===== src/rtl/core/tea_pkg.sv =====
package tea_pkg;

   // fixed field widths
   localparam int INDEX_W  = 10;
   localparam int EDGE_W   = 2;
   localparam int VERTEX_W = 12;
   localparam int NB_W     = 11;
   localparam int STATUS_W = 3;
   localparam int COUNT_W  = 11;
   localparam int CORNERS  = 3;

   localparam int DEF_MAX_TRIANGLES = 1024;

   localparam logic KIND_WRITE   = 1'b0;
   localparam logic KIND_RESOLVE = 1'b1;

   localparam logic [EDGE_W-1:0] EDGE_NONE = 2'd3;

   localparam logic signed [NB_W-1:0] NO_NEIGHBOUR = '1;

   typedef enum logic [STATUS_W-1:0] {
      ST_STORED = 3'd0,
      ST_PAIRED = 3'd1,
      ST_NONE   = 3'd2,
      ST_SHARED = 3'd3,
      ST_LINKED = 3'd4,
      ST_BAD    = 3'd5
   } status_type;

   typedef struct packed {
      logic                kind;
      logic [INDEX_W-1:0]  triangle_index;
      logic [EDGE_W-1:0]   edge_select;
      logic [VERTEX_W-1:0] vertex_a;
      logic [VERTEX_W-1:0] vertex_b;
      logic [VERTEX_W-1:0] vertex_c;
   } req_type;

   typedef struct packed {
      logic signed [NB_W-1:0] neighbour;
      status_type             status;
   } rsp_type;

   // one stored triangle, corner 0 in the low bits
   typedef logic [CORNERS-1:0][VERTEX_W-1:0] corner_row_type;

   typedef enum logic [3:0] {
      S_IDLE,
      S_DECODE,
      S_WRITE,
      S_LOOK,
      S_CHECK,
      S_SCAN,
      S_DECIDE,
      S_LINK_PART,
      S_LINK_OWN,
      S_REPLY
   } state_type;

   typedef enum logic [1:0] {
      RES_BAD,
      RES_STORED,
      RES_LINKED,
      RES_SCAN
   } res_type;

   typedef struct packed {
      logic    capture;
      logic    wr_store;
      logic    rd_own;
      logic    load_edge;
      logic    scan_clear;
      logic    scan_run;
      logic    wr_part;
      logic    wr_own;
      logic    res_load;
      res_type res_sel;
      logic    rsp_load;
   } cmd_type;

   typedef struct packed {
      logic bad;
      logic is_write;
      logic linked;
      logic scan_done;
      logic paired;
      logic rsp_free;
   } stat_type;

   function automatic logic [EDGE_W-1:0] next_corner(input logic [EDGE_W-1:0] e);
      logic [EDGE_W-1:0] n;
      unique case (e)
         2'd0:    n = 2'd1;
         2'd1:    n = 2'd2;
         default: n = 2'd0;
      endcase
      return n;
   endfunction

   function automatic logic [VERTEX_W-1:0] pick_corner(input corner_row_type row,
                                                       input logic [EDGE_W-1:0] e);
      logic [VERTEX_W-1:0] v;
      unique case (e)
         2'd0:    v = row[0];
         2'd1:    v = row[1];
         default: v = row[2];
      endcase
      return v;
   endfunction

endpackage


===== src/rtl/core/tea_ctrl.sv =====
module tea_ctrl
   import tea_pkg::*;
   (
   input  logic     clock,
   input  logic     reset,
   input  logic     req_valid,
   output logic     req_ready,
   input  stat_type stat,
   output cmd_type  cmd
   );

   state_type state_ff;
   state_type state_in;

   always_ff @(posedge clock) begin
      if (reset) begin
         state_ff <= S_IDLE;
      end else begin
         state_ff <= state_in;
      end
   end

   // next state
   always_comb begin
      state_in = state_ff;
      unique case (state_ff)
         S_IDLE: begin
            if (req_valid) state_in = S_DECODE;
         end
         S_DECODE: begin
            if (stat.bad)           state_in = S_REPLY;
            else if (stat.is_write) state_in = S_WRITE;
            else                    state_in = S_LOOK;
         end
         S_WRITE:     state_in = S_REPLY;
         S_LOOK:      state_in = S_CHECK;
         S_CHECK: begin
            state_in = stat.linked ? S_REPLY : S_SCAN;
         end
         S_SCAN: begin
            if (stat.scan_done) state_in = S_DECIDE;
         end
         S_DECIDE: begin
            state_in = stat.paired ? S_LINK_PART : S_REPLY;
         end
         S_LINK_PART: state_in = S_LINK_OWN;
         S_LINK_OWN:  state_in = S_REPLY;
         S_REPLY: begin
            if (stat.rsp_free) state_in = S_IDLE;
         end
         default:     state_in = S_IDLE;
      endcase
   end

   // outputs
   always_comb begin
      cmd       = '0;
      req_ready = 1'b0;
      unique case (state_ff)
         S_IDLE: begin
            req_ready   = 1'b1;
            cmd.capture = req_valid;
         end
         S_DECODE: begin
            cmd.res_load = stat.bad;
            cmd.res_sel  = RES_BAD;
         end
         S_WRITE: begin
            cmd.wr_store = 1'b1;
            cmd.res_load = 1'b1;
            cmd.res_sel  = RES_STORED;
         end
         S_LOOK: begin
            cmd.rd_own = 1'b1;
         end
         S_CHECK: begin
            cmd.res_load   = stat.linked;
            cmd.res_sel    = RES_LINKED;
            cmd.load_edge  = !stat.linked;
            cmd.scan_clear = !stat.linked;
         end
         S_SCAN: begin
            cmd.scan_run = 1'b1;
         end
         S_DECIDE: begin
            cmd.res_load = 1'b1;
            cmd.res_sel  = RES_SCAN;
         end
         S_LINK_PART: begin
            cmd.wr_part = 1'b1;
         end
         S_LINK_OWN: begin
            cmd.wr_own = 1'b1;
         end
         S_REPLY: begin
            cmd.rsp_load = stat.rsp_free;
         end
         default: begin
            cmd = '0;
         end
      endcase
   end

endmodule


===== config.mk =====
export PLATFORM = sky130hd
export DESIGN_NAME = tea_ctrl
export DESIGN_NICKNAME = d
export VERILOG_FILES = /design/src/rtl/core/tea_pkg.sv /design/src/rtl/core/tea_ctrl.sv
export SDC_FILE = /design/constraint.sdc
export NUM_CORES = 1
export LEC_CHECK = 0
export ABC_AREA = 1
export BUFFER_PORTS_ARGS = -buffer_cell sky130_fd_sc_hd__buf_2
export CORE_AREA = 2 2 39 41
export DETAILED_ROUTE_END_ITERATION = 8
export DIE_AREA = 0 0 41 43
export HOLD_SLACK_MARGIN = 0.05
export PLACE_DENSITY = 0.69
export RECOVER_POWER = 50
export SYNTH_ARGS = -nofsm -noshare
export SYNTH_HDL_FRONTEND = slang
export SYNTH_SLANG_ARGS = --single-unit

===== constraint.sdc =====
create_clock -name clock -period 1 [get_ports clock]
set_input_delay 0.1 -clock clock [delete_from_list [all_inputs] [get_ports clock]]
set_output_delay 0.1 -clock clock [all_outputs]
set_load 0.1 [all_outputs]

# == After elaboration in Yosys (flattened, before gate mapping) ==
# Cells that the tools add are included.
# op_classes
n_eq_ne,12
reduce_logical,4
muxes,18
# ops
cell,count
$pmux W4 S9,1
$mux W4,6
$eq A4 B3 Y1 const B,4
$pmux W3 S4,1
$mux W1,9
$eq A4 B2 Y1 const B,2
$eq A4 B4 Y1 const B,2
$ne A2 B2 Y1 const B,3
$eq A4 B1 Y1 const B,1
$logic_not A4 Y1,1
$reduce_and A3 Y1,1
$mux W2,1
$reduce_or A2 Y1,1
$logic_not A1 Y1,1
# word_totals
out_inout_bits,13
wordCells,35
in_bits,9
ff_bits,4

# == Logic depth before layout (Yosys ltp) ==
# logic_depth
depth_word,3
depth_mapped,9
depth_no_buf,8

# == Least setup slack after synthesis ==
# OpenSTA, ideal clock, no wires.
# synth_path
path_kind,register to output
from,register state_ff[3]
to,output cmd[0] (netlist bit)
path_slack_ps,-2500
required_time_ps,900
stages_incl_launch_ff,3
n_path_buf,0
t_arrival_ps,3400
cell_sequence,dfxtp_1 > inv_2 > nor4_1
# synth_lines
item,line,text
start: declaration,tea_ctrl.sv:12,state_type state_ff;
start signal: assignment,tea_ctrl.sv:19,state_ff <= state_in;
end: declaration,tea_ctrl.sv:9,output cmd_type cmd

==> results_dict.tcl <==
set metrics [dict create \
    crit_end "cmd[3]" \
    nets 125 \
    pin_count 22 \
    final_common_cell "buf_12" \
    ant_nets 0 \
    cp_data_arrival_time_ps 1310 \
    avgRoutedWirePerCell_um 12.5 \
    firstDrtPassIters 4 \
    r2r-end "state_ff[0]$_SDFFE_PP0P_" \
    yosys.area_share.simple 0.588 \
    synth_area_um2 419 \
    clk_latency_ps 240 \
    syn_inst 74 \
    syn_nets 83 \
    grt_first_pass_wirelength_um 2470 \
    hold_violations 0 \
    dr_total_vias 608 \
    layout_min_cycle_time_ps 1410 \
    yosysWarnings 0 \
    tns_ps -5280 \
    cts_max_path_buffers 2 \
    grt_use_met3 0.0471 \
    die_w_um 41 \
    dpl.hpwl_um 1060 \
    cap_violations 0 \
    relSlewSlack 0.823 \
    root_buffer "clkbuf_4" \
    cts_buffers 3 \
    peakVddDrop_v 0.00102 \
    num_antenna_cells 0 \
    cts_sinks 4 \
    largest_registers "state_ff: 4 flops" \
    die-area_um2 1760 \
    placed_cells 117 \
    reg2reg_setup_slack_ps -230 \
    cts_tree "yes" \
    grt_pass1_vias 590 \
    route.detailed.drc 0 \
    synth.distinct_cells 16 \
    status "finished with violations" \
    gp_congestion 0.839 \
    yosysSeqAreaShare 0.191 \
    busiest_layer "met2" \
    drv_slew 0 \
    final_cell_mix "buf_12, nor2_4, nand2_1" \
    power.density_nw_per_um2 1330 \
    violations "setup timing" \
    synth_xor_xnor_area_share 0 \
    grt_use_total 0.208 \
    instances_no_fill 131 \
    r2r-start "state_ff[2]$_SDFFE_PP0P_" \
    portBuffers 21 \
    synth_top_family_by_area "simple AND/OR/NAND/NOR gates" \
    worstMarginPinSlew_ps 263 \
    ys_ff_latch 4 \
    grt_max_degree 7 \
    post-place-ws_ps -231 \
    startpoint "state_ff[1]$_SDFFE_PP0P_" \
    use_met2 0.338 \
    synth_top_cell_by_area "dfxtp_1" \
    met1_usage 0.235 \
    antenna_found_initial 0 \
    finalCoreUtilization 0.824 \
    regMostFlops "state_ff" \
    area_delta_synth_final_pct 172 \
    skew_ps 2.17 \
    p_leak_nw 0.500 \
    cts_htree_levels 1 \
    finalSetupViolCount 17 \
    synth_area_leaders "dfxtp_1, inv_1, nand2_1, nor2_1, nand3_1" \
    overflow 0 \
    fin_crit_sh 1.41 \
    coreArea_um2 1380 \
    hold_path_class "in2reg" \
    r2r_cells 9 \
    max_freq_mhz 707 \
    yosysTopAreaCellShare 0.191 \
    largest_register_ffs 4 \
    vias_per_cell 4.64 \
    power.total_mw 1.52 \
    criticalPathCategory "reg2out" \
    synth_adder_area_share 0 \
    worstSetupStartpointType "flop" \
    synth_compound_area_frac 0.0239 \
    avgSynthCellArea_um2 5.66 \
    die_height_um 43 \
    finalWorstSetupSlack_ps -413 \
    rsz0062_at_grt "yes" \
    routed_wl_um 1630 \
    endpoint_kind "primary output" \
    drt_iter0_markers 7 \
    critPathRequiredTime_ps 900 \
    cp_max_fo 5 \
    clkTransAtPathRegs_ps 40 \
    synthMuxAreaShare 0 \
    start_util 0.303 \
    drive_gt1_frac 0.704 \
    core.rowCount 14 \
]
[routing by layer]
layer,wire length [um],vias up
met5,0,-
met4,51,0
li1,-,309
met3,65,8
met1,614,271
met2,902,20
[repair_timing]
action	in CTS	in global routing
setup endpoints to repair	17	17
hold buffers	1	0
hold endpoints to repair	1	0
pin swaps	12	5
buffers inserted	7	2
resized for setup	17	7
[logic make-up after synthesis]
| kind of cell | count (synthesis) |
|---|---|
| buffers and inverters | 19 |
| flip-flops | 4 |
| AO/OA/AOI/OAI | 2 |
| AND/OR/NAND/NOR | 49 |
[stage by stage]
step,hold WS [ps],area [um^2]
after floorplan,158,572
after global placement,297,917
after global routing,285,1140
final,258,1140
after CTS,224,1080
after detailed placement,296,917
[worst max-delay path, stage by stage (launching register included)]
cell     delay, ps
dfxtp_4        370
nor2_4         220
nand3_1        130
nand4_1        160
buf_12         190
[worst min path at each step]
| stage | endpoint | cells past startpoint | slack (ps) | from |
|---|---|---|---|---|
| 2_1_floorplan | state_ff[1]$_SDFFE_PP0P_ | 1 | 160 | reset |
| 3_3_place_gp | state_ff[1]$_SDFFE_PP0P_ | 2 | 300 | reset |
| 3_5_place_dp | state_ff[1]$_SDFFE_PP0P_ | 2 | 300 | reset |
| 4_1_cts | state_ff[0]$_SDFFE_PP0P_ | 5 | 220 | req_valid |
| 5_1_grt | state_ff[1]$_SDFFE_PP0P_ | 5 | 290 | req_valid |
| 6_report | state_ff[0]$_SDFFE_PP0P_ | 5 | 260 | req_valid |
[layout make-up]
| type | count | area [um^2] |
|---|---|---|
| Sequential cell | 4 | 95.1 |
| Clock buffer | 4 | 26.3 |
| Timing Repair Buffer | 39 | 493 |
| Fill cell | 74 | 244 |
| Tap cell | 16 | 20.0 |
| Multi-Input combinational cell | 51 | 414 |
| Inverter | 17 | 91.3 |
[synthesized netlist by cell type (all sizes together)]
cell	count
nor2	19
nand2	17
nand3	7
nand4	2
dfxtp	4
a21oi	2
nor4	1
nor3	3
buf	2
inv	17
[report_power, final]
group          internal, mW  switching (mW)
Clock                 0.150          0.0745
Sequential            0.182          0.0579
Combinational         0.412           0.643
Total                 0.744           0.775
Note: power is estimated with default switching activity, not from simulation.
